[config.mk]
export PLATFORM = sky130hd
export DESIGN_NAME = differential_drive_motion_control
export DESIGN_NICKNAME = d
export VERILOG_FILES = /design/src/hdl/dd_pkg.sv /design/src/hdl/differential_drive_motion_control.sv /design/src/hdl/dd_front.sv /design/src/hdl/dd_queue.sv /design/src/hdl/dd_back.sv
export SDC_FILE = /design/constraint.sdc
export NUM_CORES = 2
export LEC_CHECK = 0
export ABC_AREA = 1
export BUFFER_PORTS_ARGS = -buffer_cell sky130_fd_sc_hd__buf_2
export CORE_UTILIZATION = 45
export CTS_CLUSTER_DIAMETER = 100
export DETAILED_ROUTE_END_ITERATION = 10
export PLACE_DENSITY = 0.65
export SLEW_MARGIN = 20
export SYNTH_ARGS = -nofsm -noshare
export SYNTH_HDL_FRONTEND = slang
export SYNTH_HIERARCHICAL = 1
export SYNTH_SLANG_ARGS = --single-unit
[constraint.sdc]
create_clock -name clk_i -period 11.7 [get_ports clk_i]
set_input_delay 2.34 -clock clk_i [delete_from_list [all_inputs] [get_ports clk_i]]
set_output_delay 2.34 -clock clk_i [all_outputs]
set_load 0.05 [all_outputs]
[src/hdl/dd_pkg.sv]
package dd_pkg;

  localparam int QUEUE_DEPTH = 2;
  localparam int DIV_STEPS   = 14;

  typedef enum logic [3:0] {
    OP_TICK    = 4'd0,
    OP_FWD     = 4'd1,
    OP_BACK    = 4'd2,
    OP_LEFT    = 4'd3,
    OP_RIGHT   = 4'd4,
    OP_IDLE    = 4'd5,
    OP_BRK_ON  = 4'd6,
    OP_BRK_OFF = 4'd7,
    OP_ACC_ON  = 4'd8,
    OP_ACC_OFF = 4'd9
  } dd_op_e;

  typedef enum logic [2:0] {
    KIND_NONE    = 3'd0,
    KIND_CURRENT = 3'd1,
    KIND_RPM     = 3'd2,
    KIND_BRAKE   = 3'd3,
    KIND_KILL    = 3'd4
  } dd_kind_e;

  typedef enum logic [2:0] {
    REG_MAX_RPM     = 3'd0,
    REG_START_SPEED = 3'd1,
    REG_TURN_RATE   = 3'd2,
    REG_ACCEL_STEP  = 3'd3,
    REG_REV_EN      = 3'd4,
    REG_REV_CUR     = 3'd5
  } dd_reg_e;

  typedef enum logic [2:0] {
    ST_IDLE = 3'd0,
    ST_DIV  = 3'd1,
    ST_EXEC = 3'd2,
    ST_MUL  = 3'd3,
    ST_EMIT = 3'd4
  } dd_state_e;

  // max_rpm is never zero here; speed values are capped at 1.0
  typedef struct packed {
    logic [16:0] max_rpm;
    logic [14:0] start_speed;
    logic [14:0] turn_rate;
    logic [14:0] accel_step;
    logic        rev_en;
    logic [16:0] rev_cur;
  } dd_cfg_t;

  typedef struct packed {
    dd_op_e      op;
    logic        neg;
    logic        nz;
    logic [17:0] mag;
    logic        fast;
    logic        rev_ok;
  } dd_item_t;

endpackage

[src/hdl/differential_drive_motion_control.sv]
// Differential-drive motion controller. Each request carries one command
// (tick, go forward/back, turn left/right, idle, brake on/off, accelerate
// on/off) and the latest left and right motor rpm; it yields zero to six motor
// commands (set current, set rpm, brake, kill), each with the throttles after
// the request and a notify flag, the last one marked by last_o. A front stage
// takes a request in, averages the rpm and classifies it against max_rpm;
// reserved operation codes are dropped there with no result. A short queue
// decouples it from the back sequencer, which runs one request at a time:
// it fetches the request, runs a restoring divide when the measured speed
// exceeds 0.1 but is below 1.0 and must be converted to Q1.14 (1.0 or more
// is taken as 1.0), updates state, runs the shared multiplier for the left
// then right set-rpm values, then yields one result per cycle while the
// output is not stalled. Write configuration only while idle.
module differential_drive_motion_control #(
  parameter int QueueDepth = dd_pkg::QUEUE_DEPTH
) (
  input  logic               clk_i,
  input  logic               rst_ni,
  input  logic               cfg_we_i,
  input  logic [2:0]         cfg_index_i,
  input  logic [16:0]        cfg_data_i,
  input  logic               in_valid_i,
  output logic               in_stall_o,
  input  logic [3:0]         operation_i,
  input  logic signed [17:0] rpm_left_i,
  input  logic signed [17:0] rpm_right_i,
  output logic               out_valid_o,
  input  logic               out_stall_i,
  output logic               motor_select_o,
  output logic [2:0]         command_kind_o,
  output logic signed [17:0] command_value_o,
  output logic signed [15:0] throttle_left_out_o,
  output logic signed [15:0] throttle_right_out_o,
  output logic               notify_o,
  output logic               last_o
);

  logic [16:0]      max_rpm_q, rev_cur_q;
  logic [14:0]      start_q, turn_q, accel_q;
  logic             rev_en_q;
  dd_pkg::dd_cfg_t  cfg;
  dd_pkg::dd_item_t f_item, q_item;
  logic             push, q_full, q_empty, pop;

  function automatic logic [14:0] cap_q(input logic [14:0] r);
    return (r > 15'd16384) ? 15'd16384 : r;
  endfunction

  // Register file; unknown indexes are ignored.
  always_ff @(posedge clk_i or negedge rst_ni) begin
    if (!rst_ni) begin
      max_rpm_q <= 17'd10000;
      start_q   <= 15'd4096;
      turn_q    <= 15'd4096;
      accel_q   <= 15'd164;
      rev_en_q  <= 1'b0;
      rev_cur_q <= 17'd10000;
    end else if (cfg_we_i) begin
      case (dd_pkg::dd_reg_e'(cfg_index_i))
        dd_pkg::REG_MAX_RPM:     max_rpm_q <= cfg_data_i;
        dd_pkg::REG_START_SPEED: start_q   <= cfg_data_i[14:0];
        dd_pkg::REG_TURN_RATE:   turn_q    <= cfg_data_i[14:0];
        dd_pkg::REG_ACCEL_STEP:  accel_q   <= cfg_data_i[14:0];
        dd_pkg::REG_REV_EN:      rev_en_q  <= cfg_data_i[0];
        dd_pkg::REG_REV_CUR:     rev_cur_q <= cfg_data_i;
        default: begin
        end
      endcase
    end
  end

  // Treat a zero max_rpm as one; clamp speed settings to 1.0.
  assign cfg.max_rpm     = (max_rpm_q == '0) ? 17'd1 : max_rpm_q;
  assign cfg.start_speed = cap_q(start_q);
  assign cfg.turn_rate   = cap_q(turn_q);
  assign cfg.accel_step  = cap_q(accel_q);
  assign cfg.rev_en      = rev_en_q;
  assign cfg.rev_cur     = rev_cur_q;

  dd_front u_front (
    .clk_i       (clk_i),
    .rst_ni      (rst_ni),
    .in_valid_i  (in_valid_i),
    .in_stall_o  (in_stall_o),
    .operation_i (operation_i),
    .rpm_left_i  (rpm_left_i),
    .rpm_right_i (rpm_right_i),
    .max_rpm_i   (cfg.max_rpm),
    .q_full_i    (q_full),
    .push_o      (push),
    .item_o      (f_item)
  );

  dd_queue #(
    .Depth (QueueDepth)
  ) u_queue (
    .clk_i   (clk_i),
    .rst_ni  (rst_ni),
    .push_i  (push),
    .item_i  (f_item),
    .full_o  (q_full),
    .pop_i   (pop),
    .empty_o (q_empty),
    .item_o  (q_item)
  );

  dd_back u_back (
    .clk_i                (clk_i),
    .rst_ni               (rst_ni),
    .cfg_i                (cfg),
    .empty_i              (q_empty),
    .item_i               (q_item),
    .pop_o                (pop),
    .out_valid_o          (out_valid_o),
    .out_stall_i          (out_stall_i),
    .motor_select_o       (motor_select_o),
    .command_kind_o       (command_kind_o),
    .command_value_o      (command_value_o),
    .throttle_left_out_o  (throttle_left_out_o),
    .throttle_right_out_o (throttle_right_out_o),
    .notify_o             (notify_o),
    .last_o               (last_o)
  );

endmodule

[src/hdl/dd_front.sv]
module dd_front (
  input  logic               clk_i,
  input  logic               rst_ni,
  input  logic               in_valid_i,
  output logic               in_stall_o,
  input  logic [3:0]         operation_i,
  input  logic signed [17:0] rpm_left_i,
  input  logic signed [17:0] rpm_right_i,
  input  logic [16:0]        max_rpm_i,
  input  logic               q_full_i,
  output logic               push_o,
  output dd_pkg::dd_item_t   item_o
);

  logic               s_valid_q, s_valid_d;
  dd_pkg::dd_item_t   s_item_q;
  logic signed [18:0] sum, sum_adj;
  logic signed [17:0] avg;
  logic [17:0]        mag;
  logic [20:0]        m10;
  logic [24:0]        m100;
  logic               accept, op_ok;

  assign in_stall_o = s_valid_q & q_full_i;
  assign push_o     = s_valid_q & ~q_full_i;
  assign accept     = in_valid_i & ~in_stall_o;
  assign op_ok      = operation_i <= 4'(dd_pkg::OP_ACC_OFF);
  assign item_o     = s_item_q;

  // mean rpm, truncated toward zero
  assign sum     = 19'(rpm_left_i) + 19'(rpm_right_i);
  assign sum_adj = sum + (sum[18] ? 19'sd1 : 19'sd0);
  assign avg     = sum_adj[18:1];
  assign mag     = avg[17] ? 18'(-avg) : 18'(avg);
  assign m10     = (21'(mag) << 3) + (21'(mag) << 1);
  assign m100    = (25'(m10) << 3) + (25'(m10) << 1);

  always_comb begin
    s_valid_d = s_valid_q;
    if (accept) begin
      s_valid_d = op_ok;
    end else if (push_o) begin
      s_valid_d = 1'b0;
    end
  end

  always_ff @(posedge clk_i or negedge rst_ni) begin
    if (!rst_ni) begin
      s_valid_q <= 1'b0;
    end else begin
      s_valid_q <= s_valid_d;
    end
  end

  always_ff @(posedge clk_i) begin
    if (accept) begin
      s_item_q.op     <= dd_pkg::dd_op_e'(operation_i);
      s_item_q.neg    <= avg[17];
      s_item_q.nz     <= avg != 18'sd0;
      s_item_q.mag    <= mag;
      s_item_q.fast   <= m10 > 21'(max_rpm_i);
      s_item_q.rev_ok <= m100 >= 25'(max_rpm_i);
    end
  end

endmodule

[src/hdl/dd_queue.sv]
module dd_queue #(
  parameter int Depth = dd_pkg::QUEUE_DEPTH
) (
  input  logic             clk_i,
  input  logic             rst_ni,
  input  logic             push_i,
  input  dd_pkg::dd_item_t item_i,
  output logic             full_o,
  input  logic             pop_i,
  output logic             empty_o,
  output dd_pkg::dd_item_t item_o
);

  localparam int PtrW = (Depth > 1) ? $clog2(Depth) : 1;
  localparam int CntW = $clog2(Depth + 1);

  dd_pkg::dd_item_t    mem_q [Depth];
  logic [PtrW-1:0]     wr_q, rd_q;
  logic [CntW-1:0]     cnt_q;

  assign full_o  = cnt_q == CntW'(Depth);
  assign empty_o = cnt_q == '0;
  assign item_o  = mem_q[rd_q];

  function automatic logic [PtrW-1:0] nxt(input logic [PtrW-1:0] p);
    return (p == PtrW'(Depth - 1)) ? '0 : p + 1'b1;
  endfunction

  always_ff @(posedge clk_i or negedge rst_ni) begin
    if (!rst_ni) begin
      wr_q  <= '0;
      rd_q  <= '0;
      cnt_q <= '0;
    end else begin
      if (push_i) wr_q <= nxt(wr_q);
      if (pop_i) rd_q <= nxt(rd_q);
      if (push_i && !pop_i) begin
        cnt_q <= cnt_q + 1'b1;
      end else if (pop_i && !push_i) begin
        cnt_q <= cnt_q - 1'b1;
      end
    end
  end

  always_ff @(posedge clk_i) begin
    if (push_i) begin
      mem_q[wr_q] <= item_i;
    end
  end

endmodule

[src/hdl/dd_back.sv]
module dd_back (
  input  logic               clk_i,
  input  logic               rst_ni,
  input  dd_pkg::dd_cfg_t    cfg_i,
  input  logic               empty_i,
  input  dd_pkg::dd_item_t   item_i,
  output logic               pop_o,
  output logic               out_valid_o,
  input  logic               out_stall_i,
  output logic               motor_select_o,
  output logic [2:0]         command_kind_o,
  output logic signed [17:0] command_value_o,
  output logic signed [15:0] throttle_left_out_o,
  output logic signed [15:0] throttle_right_out_o,
  output logic               notify_o,
  output logic               last_o
);

  localparam int GKill  = 0;
  localparam int GBrk   = 1;
  localparam int GZero  = 2;
  localparam int GDrive = 3;
  localparam logic signed [15:0] QOne = 16'sd16384;

  dd_pkg::dd_state_e  state_q, state_d;
  dd_pkg::dd_item_t   item_q, item_d;
  logic [14:0]        quo_q, quo_d;
  logic [17:0]        rem_q, rem_d, rem2;
  logic [3:0]         cnt_q, cnt_d;

  logic signed [15:0] speed_q, speed_d, turn_q, turn_d, sd_q, sd_d, td_q, td_d;
  logic signed [16:0] tl_q, tl_d, tr_q, tr_d;
  logic               moving_q, moving_d, accel_q, accel_d, braking_q, braking_d;

  logic [3:0]         mask_q, mask_d;
  logic               motor_q, motor_d, note_q, note_d, sel_q, sel_d;
  dd_pkg::dd_kind_e   bkind_q, bkind_d;
  logic signed [17:0] bval_q, bval_d, rpm_l_q, rpm_l_d, rpm_r_q, rpm_r_d;

  logic               ov_q, ov_d, load;
  logic               o_motor, o_last;
  dd_pkg::dd_kind_e   o_kind;
  logic signed [17:0] o_val;

  // execute-step scratch
  logic signed [15:0] mq;
  logic signed [16:0] vl, vr;
  logic               do_upd, note_in, changed;
  // multiply scratch
  logic signed [16:0] thr;
  logic [14:0]        tmag;
  logic [31:0]        prod;
  logic signed [17:0] rpm;
  logic [3:0]         mask_nx;

  function automatic logic signed [15:0] clip1(input logic signed [16:0] v);
    if (v < -17'sd16384) return -16'sd16384;
    if (v > 17'sd16384) return 16'sd16384;
    return v[15:0];
  endfunction

  function automatic logic signed [15:0] sgn_mul(input logic [14:0] a,
                                                 input logic signed [15:0] s);
    if (s == 16'sd0) return 16'sd0;
    if (s < 16'sd0) return -$signed({1'b0, a});
    return $signed({1'b0, a});
  endfunction

  assign rem2 = {rem_q[16:0], 1'b0};
  assign mq   = item_q.neg ? -$signed({1'b0, quo_q}) : $signed({1'b0, quo_q});
  assign thr  = sel_q ? tr_q : tl_q;
  assign tmag = (thr < -17'sd16384 || thr > 17'sd16384) ? 15'd16384 :
                (thr < 17'sd0 ? 15'(-thr) : thr[14:0]);
  assign prod = 32'(tmag) * 32'(cfg_i.max_rpm);
  assign rpm  = thr < 17'sd0 ? -$signed(prod[31:14]) : $signed(prod[31:14]);
  assign load = ov_q ? ~out_stall_i : 1'b1;

  always_comb begin
    state_d   = state_q;
    item_d    = item_q;
    quo_d     = quo_q;
    rem_d     = rem_q;
    cnt_d     = cnt_q;
    speed_d   = speed_q;
    turn_d    = turn_q;
    sd_d      = sd_q;
    td_d      = td_q;
    tl_d      = tl_q;
    tr_d      = tr_q;
    moving_d  = moving_q;
    accel_d   = accel_q;
    braking_d = braking_q;
    mask_d    = mask_q;
    motor_d   = motor_q;
    note_d    = note_q;
    sel_d     = sel_q;
    bkind_d   = bkind_q;
    bval_d    = bval_q;
    rpm_l_d   = rpm_l_q;
    rpm_r_d   = rpm_r_q;
    ov_d      = ov_q & out_stall_i;
    pop_o     = 1'b0;
    do_upd    = 1'b0;
    note_in   = 1'b0;
    changed   = 1'b0;
    vl        = '0;
    vr        = '0;
    mask_nx   = '0;
    o_motor   = motor_q;
    o_kind    = dd_pkg::KIND_NONE;
    o_val     = '0;
    o_last    = 1'b0;

    case (state_q)
      dd_pkg::ST_IDLE: begin
        if (!empty_i) begin
          pop_o  = 1'b1;
          item_d = item_i;
          if (item_i.fast && item_i.mag < 18'(cfg_i.max_rpm)) begin
            rem_d   = item_i.mag;
            quo_d   = '0;
            cnt_d   = '0;
            state_d = dd_pkg::ST_DIV;
          end else begin
            quo_d   = 15'd16384;
            state_d = dd_pkg::ST_EXEC;
          end
        end
      end

      dd_pkg::ST_DIV: begin
        if (rem2 >= 18'(cfg_i.max_rpm)) begin
          rem_d = rem2 - 18'(cfg_i.max_rpm);
          quo_d = {quo_q[13:0], 1'b1};
        end else begin
          rem_d = rem2;
          quo_d = {quo_q[13:0], 1'b0};
        end
        cnt_d = cnt_q + 1'b1;
        if (cnt_q == 4'(dd_pkg::DIV_STEPS - 1)) state_d = dd_pkg::ST_EXEC;
      end

      dd_pkg::ST_EXEC: begin
        mask_nx = '0;
        case (item_q.op)
          dd_pkg::OP_TICK: begin
            if (moving_q) begin
              speed_d = clip1(17'(speed_q) + 17'(sd_q));
              turn_d  = clip1(17'(turn_q) + 17'(td_q));
            end
            do_upd = 1'b1;
          end
          dd_pkg::OP_FWD, dd_pkg::OP_BACK: begin
            if (!braking_q) begin
              if (item_q.fast) begin
                if ((item_q.op == dd_pkg::OP_BACK) ? (!item_q.neg && item_q.nz)
                                                   : item_q.neg) begin
                  speed_d  = mq;
                  moving_d = 1'b1;
                end else begin
                  braking_d = 1'b1;
                  moving_d  = 1'b0;
                end
              end else begin
                speed_d  = (item_q.op == dd_pkg::OP_BACK) ?
                           $signed({1'b0, cfg_i.start_speed}) :
                           -$signed({1'b0, cfg_i.start_speed});
                moving_d = 1'b1;
              end
              do_upd  = 1'b1;
              note_in = 1'b1;
            end
          end
          dd_pkg::OP_LEFT, dd_pkg::OP_RIGHT: begin
            if (!braking_q) begin
              if (item_q.fast) speed_d = mq;
              turn_d   = (item_q.op == dd_pkg::OP_LEFT) ?
                         $signed({1'b0, cfg_i.turn_rate}) :
                         -$signed({1'b0, cfg_i.turn_rate});
              moving_d = 1'b1;
              do_upd   = 1'b1;
              note_in  = 1'b1;
            end
          end
          dd_pkg::OP_IDLE, dd_pkg::OP_BRK_OFF: begin
            mask_nx[GKill] = 1'b1;
            moving_d  = 1'b0;
            speed_d   = '0;
            turn_d    = '0;
            sd_d      = '0;
            td_d      = '0;
            accel_d   = 1'b0;
            braking_d = 1'b0;
            do_upd    = 1'b1;
            note_in   = 1'b1;
          end
          dd_pkg::OP_BRK_ON: begin
            braking_d = 1'b1;
            moving_d  = 1'b0;
            do_upd    = 1'b1;
            note_in   = 1'b1;
          end
          dd_pkg::OP_ACC_ON, dd_pkg::OP_ACC_OFF: begin
            accel_d = item_q.op == dd_pkg::OP_ACC_ON;
            do_upd  = 1'b1;
            note_in = 1'b1;
          end
          default: begin
          end
        endcase

        note_d = 1'b0;
        if (do_upd) begin
          if (braking_d) begin
            mask_nx[GBrk] = 1'b1;
            if (cfg_i.rev_en && item_q.rev_ok) begin
              bkind_d = dd_pkg::KIND_CURRENT;
              bval_d  = item_q.neg ? $signed({1'b0, cfg_i.rev_cur}) :
                                     -$signed({1'b0, cfg_i.rev_cur});
            end else begin
              bkind_d = dd_pkg::KIND_BRAKE;
              bval_d  = '0;
            end
          end else begin
            sd_d = accel_d ? sgn_mul(cfg_i.accel_step, speed_d) : 16'sd0;
            td_d = accel_d ? sgn_mul(cfg_i.accel_step, turn_d) : 16'sd0;
            vl   = 17'(speed_d) + ((turn_d < 16'sd0) ? 17'(turn_d) : 17'sd0);
            vr   = 17'(speed_d) - ((turn_d > 16'sd0) ? 17'(turn_d) : 17'sd0);
            changed = (vl != tl_q) || (vr != tr_q);
            mask_nx[GZero] = speed_d == 16'sd0;
            if (changed || moving_d) begin
              mask_nx[GDrive] = 1'b1;
              tl_d = vl;
              tr_d = vr;
            end
            note_d = changed || note_in;
          end
        end
        mask_d  = mask_nx;
        motor_d = 1'b0;
        sel_d   = 1'b0;
        if (mask_nx[GDrive]) begin
          state_d = dd_pkg::ST_MUL;
        end else if (mask_nx != '0) begin
          state_d = dd_pkg::ST_EMIT;
        end else begin
          state_d = dd_pkg::ST_IDLE;
        end
      end

      dd_pkg::ST_MUL: begin
        if (sel_q) begin
          rpm_r_d = rpm;
          state_d = dd_pkg::ST_EMIT;
        end else begin
          rpm_l_d = rpm;
        end
        sel_d = ~sel_q;
      end

      dd_pkg::ST_EMIT: begin
        mask_nx = mask_q;
        if (mask_q[GKill]) begin
          o_kind = dd_pkg::KIND_KILL;
          if (motor_q) mask_nx[GKill] = 1'b0;
        end else if (mask_q[GBrk]) begin
          o_kind = bkind_q;
          o_val  = bval_q;
          if (motor_q) mask_nx[GBrk] = 1'b0;
        end else if (mask_q[GZero]) begin
          o_kind = dd_pkg::KIND_CURRENT;
          if (motor_q) mask_nx[GZero] = 1'b0;
        end else begin
          if ((motor_q ? tr_q : tl_q) == 17'sd0) begin
            o_kind = dd_pkg::KIND_CURRENT;
          end else begin
            o_kind = dd_pkg::KIND_RPM;
            o_val  = motor_q ? rpm_r_q : rpm_l_q;
          end
          if (motor_q) mask_nx[GDrive] = 1'b0;
        end
        o_last = motor_q && mask_nx == '0;
        if (load) begin
          ov_d    = 1'b1;
          mask_d  = mask_nx;
          motor_d = ~motor_q;
          if (o_last) state_d = dd_pkg::ST_IDLE;
        end
      end

      default: begin
        state_d = dd_pkg::ST_IDLE;
      end
    endcase
  end

  always_ff @(posedge clk_i or negedge rst_ni) begin
    if (!rst_ni) begin
      state_q   <= dd_pkg::ST_IDLE;
      speed_q   <= '0;
      turn_q    <= '0;
      sd_q      <= '0;
      td_q      <= '0;
      tl_q      <= '0;
      tr_q      <= '0;
      moving_q  <= 1'b0;
      accel_q   <= 1'b0;
      braking_q <= 1'b0;
      mask_q    <= '0;
      motor_q   <= 1'b0;
      sel_q     <= 1'b0;
      cnt_q     <= '0;
      ov_q      <= 1'b0;
    end else begin
      state_q   <= state_d;
      speed_q   <= speed_d;
      turn_q    <= turn_d;
      sd_q      <= sd_d;
      td_q      <= td_d;
      tl_q      <= tl_d;
      tr_q      <= tr_d;
      moving_q  <= moving_d;
      accel_q   <= accel_d;
      braking_q <= braking_d;
      mask_q    <= mask_d;
      motor_q   <= motor_d;
      sel_q     <= sel_d;
      cnt_q     <= cnt_d;
      ov_q      <= ov_d;
    end
  end

  always_ff @(posedge clk_i) begin
    item_q  <= item_d;
    quo_q   <= quo_d;
    rem_q   <= rem_d;
    note_q  <= note_d;
    bkind_q <= bkind_d;
    bval_q  <= bval_d;
    rpm_l_q <= rpm_l_d;
    rpm_r_q <= rpm_r_d;
    if (state_q == dd_pkg::ST_EMIT && load) begin
      motor_select_o       <= o_motor;
      command_kind_o       <= o_kind;
      command_value_o      <= o_val;
      throttle_left_out_o  <= tl_q[15:0];
      throttle_right_out_o <= tr_q[15:0];
      notify_o             <= note_q;
      last_o               <= o_last;
    end
  end

  assign out_valid_o = ov_q;

`ifndef SYNTHESIS
  a_emit_has_work: assert property (@(posedge clk_i) disable iff (!rst_ni)
    state_q == dd_pkg::ST_EMIT |-> mask_q != '0)
    else $error("emit state with nothing pending");
  a_pop_idle: assert property (@(posedge clk_i) disable iff (!rst_ni)
    pop_o |-> state_q == dd_pkg::ST_IDLE && !empty_i)
    else $error("queue popped outside idle");
  a_speed_range: assert property (@(posedge clk_i) disable iff (!rst_ni)
    speed_q <= QOne && speed_q >= -QOne && turn_q <= QOne && turn_q >= -QOne)
    else $error("speed or turn beyond one");
  a_div_bound: assert property (@(posedge clk_i) disable iff (!rst_ni)
    state_q == dd_pkg::ST_DIV |-> cnt_q < 4'(dd_pkg::DIV_STEPS))
    else $error("divider ran past its steps");
  a_out_hold: assert property (@(posedge clk_i) disable iff (!rst_ni)
    ov_q && out_stall_i |=> ov_q && $stable(command_value_o) && $stable(last_o))
    else $error("stalled result changed");
`endif

endmodule

==> reports/results.ini <==
[global_routing]
antenna_found_initial=1
grt_pass1_vias=35210
grt_max_degree=96
grt_pass1_wl_um=194300
overflow=0
grt_usage_pct=26.19

[die]
dieHeight_um=304.8
core-area_um2=90420
io_pins=123
die_w_um=304.8
std_cell_rows=110
die-area_um2=92900
initial_utilization_pct=45.63

[detailed_routing]
postRouteAntennaNets=0
drtIter0Drc=3071
wl_um=121300
drc=0
wire_per_inst_um=17.70
num_vias=36550
vias_per_cell=5.333
first_pass_iters=7

[clock_network]
cts_buffer_depth=3
cts_tree=done
postCtsSetupBuffers=0
cts_root_buf=clkbuf_16
cts.htree.levels=2
cts-hold-fix-buffers=0
clkSinkCount=430
clk_latency_ns=0.62
ctsResizeCount=0
cts-buffers-inserted=51
path_clk_slew_ns=0.06

[final_layout]
layout-drive-gt1-share_pct=8.739
fill_cells=8991
nets=6174
area_growth_pct=7.903
mostFrequentLayoutCells=nand2_1 (1,378), inv_1 (845), nor2_1 (517)
final_common_cell=nand2_1

[setup_path]
critPathMaxStageDelay_ns=0.74
cpMostUsedCell=nor2_1
crit_family=simple AND/OR/NAND/NOR gates
crit_slowest_cell=o21ai_0
cp_max_fo=23
required_ns=12.04
path_class=input port to flop
cp.arrival_ns=10.30
end_kind=flop
critPathLaunchType=input port
cp_num_buf_inv=5

[logic_synthesis]
synth.area.mux_share_pct=0.8825
synth_top_family_by_area=simple AND/OR/NAND/NOR gates
synth_fa_ha_area_share_pct=18.03
yosysWarningCount=6
ys_seq_area_share_pct=28.91
synth_edf_count=230
synthFlopType=edfxtp_1
syn_area_per_cell_um2=7.359
synthArstFlopShare_pct=46.51
synth_area_um2=41260
synth-compound-area-share_pct=12.68
synth_cells=5607
synth-simple-area-share_pct=26.01
yosys_register_bits=430
synthXorXnorAreaFrac_pct=3.390
synth_fp_nets=6147
synth_cell_types=76

[min_path]
hp-class=flop to flop

[sta]
hold_viol_final=0
fin_setup_tns_ns=0
setup_viol=0
fin_crit_sh_pct=85.14
rsz0062_at_grt=no
holdWs_ns=0.4409
period_needed_ns=9.962
slew_violations=0
max_freq_ghz=0.1004
worstMarginPinSlew_ns=1.059
maxSlewHeadroom_pct=29.24
fin_worst_skew_ns=0.03213

[place]
hpwl_um=94530
place.gp.congestion=0.9746
portBuffers=122

[run_status]
outcome=completed

[flow_run]
max-cap-violations=0

[synth_stat cells, types with 9 or more instances]
cell | instances | share of area, %
xnor2_1 | 34 | 0.72
o21ai_1 | 20 | 0.24
inv_1 | 847 | 7.7
o211ai_1 | 40 | 0.73
nor2_2 | 18 | 0.27
dfstp_2 | 15 | 0.96
nor2_1 | 522 | 4.7
nand2_2 | 60 | 0.91
mux2_4 | 19 | 0.69
a21oi_1 | 413 | 5.0
ha_1 | 276 | 8.4
nand3_1 | 276 | 3.3
o21ai_0 | 305 | 3.7
o21a_1 | 9 | 0.16
a2bb2oi_1 | 15 | 0.32
o21ai_2 | 12 | 0.25
nand4_1 | 56 | 0.85
o221ai_1 | 9 | 0.19
clkinv_1 | 10 | 0.091
clkbuf_1 | 133 | 1.2
nand3b_1 | 27 | 0.49
nor2_4 | 15 | 0.41
nand2_1 | 1379 | 13
fa_1 | 199 | 9.7
nand3_2 | 18 | 0.44
buf_2 | 30 | 0.36
o31ai_1 | 12 | 0.22
inv_2 | 32 | 0.29
or2_2 | 34 | 0.52
nor3_1 | 66 | 0.80
xor2_1 | 122 | 2.6
edfxtp_1 | 230 | 17
dfrtp_1 | 185 | 11
o21bai_1 | 12 | 0.22
a31oi_1 | 45 | 0.68
[per-stage QoR]
| stage | worst slack [ns] | utilization (%) | area (um2) | cells |
|---|---|---|---|---|
| finish | 1.738 | 49.23 | 44520 | 6853 |
| global route | 1.052 | 49.23 | 44520 | 6852 |
| CTS | 1.786 | 49.23 | 44520 | 6852 |
| detailed placement | 1.175 | 47.36 | 42820 | 6757 |
| global placement | 1.252 | 47.36 | 42820 | 6757 |
| floorplan | 2.465 | - | 41260 | 5607 |
[sequential cells by signal (all words and copies together) (netlist names), 17 cells and up]
register,count
u_back/rpm_l_q,18
u_queue/mem_q,52
max_rpm_q,17
u_back/tr_q,17
u_back/rpm_r_q,18
u_back/command_value_o,18
u_back/bval_q,18
rev_cur_q,17
u_front/item_o,26
u_back/tl_q,17
u_back/rem_q,17
[per-layer routing]
metal  share of wire, %  GRT usage [%]  up-vias  routed length [um]
met2                 46          43.18     1043               56060
met3                6.4          4.603      205                7768
li1                   -              -    18170                   -
met4                3.3          8.480        2                4015
met1                 44          34.78    17130               53470
met5             0.0091              0        -                  11
[cell families after synthesis]
family / count (synthesis)
buffers and inverters: 1073
multiplexers: 26
XOR/XNOR: 158
AND/OR/NAND/NOR: 2507
adder cells (fa/ha/maj): 475
flip-flops: 430
AO/OA/AOI/OAI: 938
[cell type report]
class,count,area (um2),share of cell area (%)
Antenna cell,1,2.502,0.005621
Clock buffer,68,1466,3.294
Clock inverter,27,230.2,0.5171
Inverter,890,3343,7.509
Multi-Input combinational cell,4104,25190,56.59
Sequential cell,430,11930,26.80
Tap cell,1176,1471,3.305
Timing Repair Buffer,157,883.3,1.984
[path summary, 6_finish.rpt]
path	start	to	slack, ns	depth (start not counted)
setup / recovery	rpm_left_i[0]	u_front/item_o[0]	1.74	48
hold / removal	u_front/item_o[17]	u_queue/mem_q[1][17]	0.44	0
setup reg to reg	u_back/sel_q	u_back/rpm_r_q[9]	2.25	36
hold reg to reg	u_front/item_o[17]	u_queue/mem_q[1][17]	0.44	0
max in group asynchronous	rst_ni	max_rpm_q[7]	7.97	3
min in group asynchronous	rst_ni	u_back/speed_q[3]	1.73	1
Power is not shown: default switching activity piles up to over one toggle a cycle in this logic, so the estimate is an artifact.
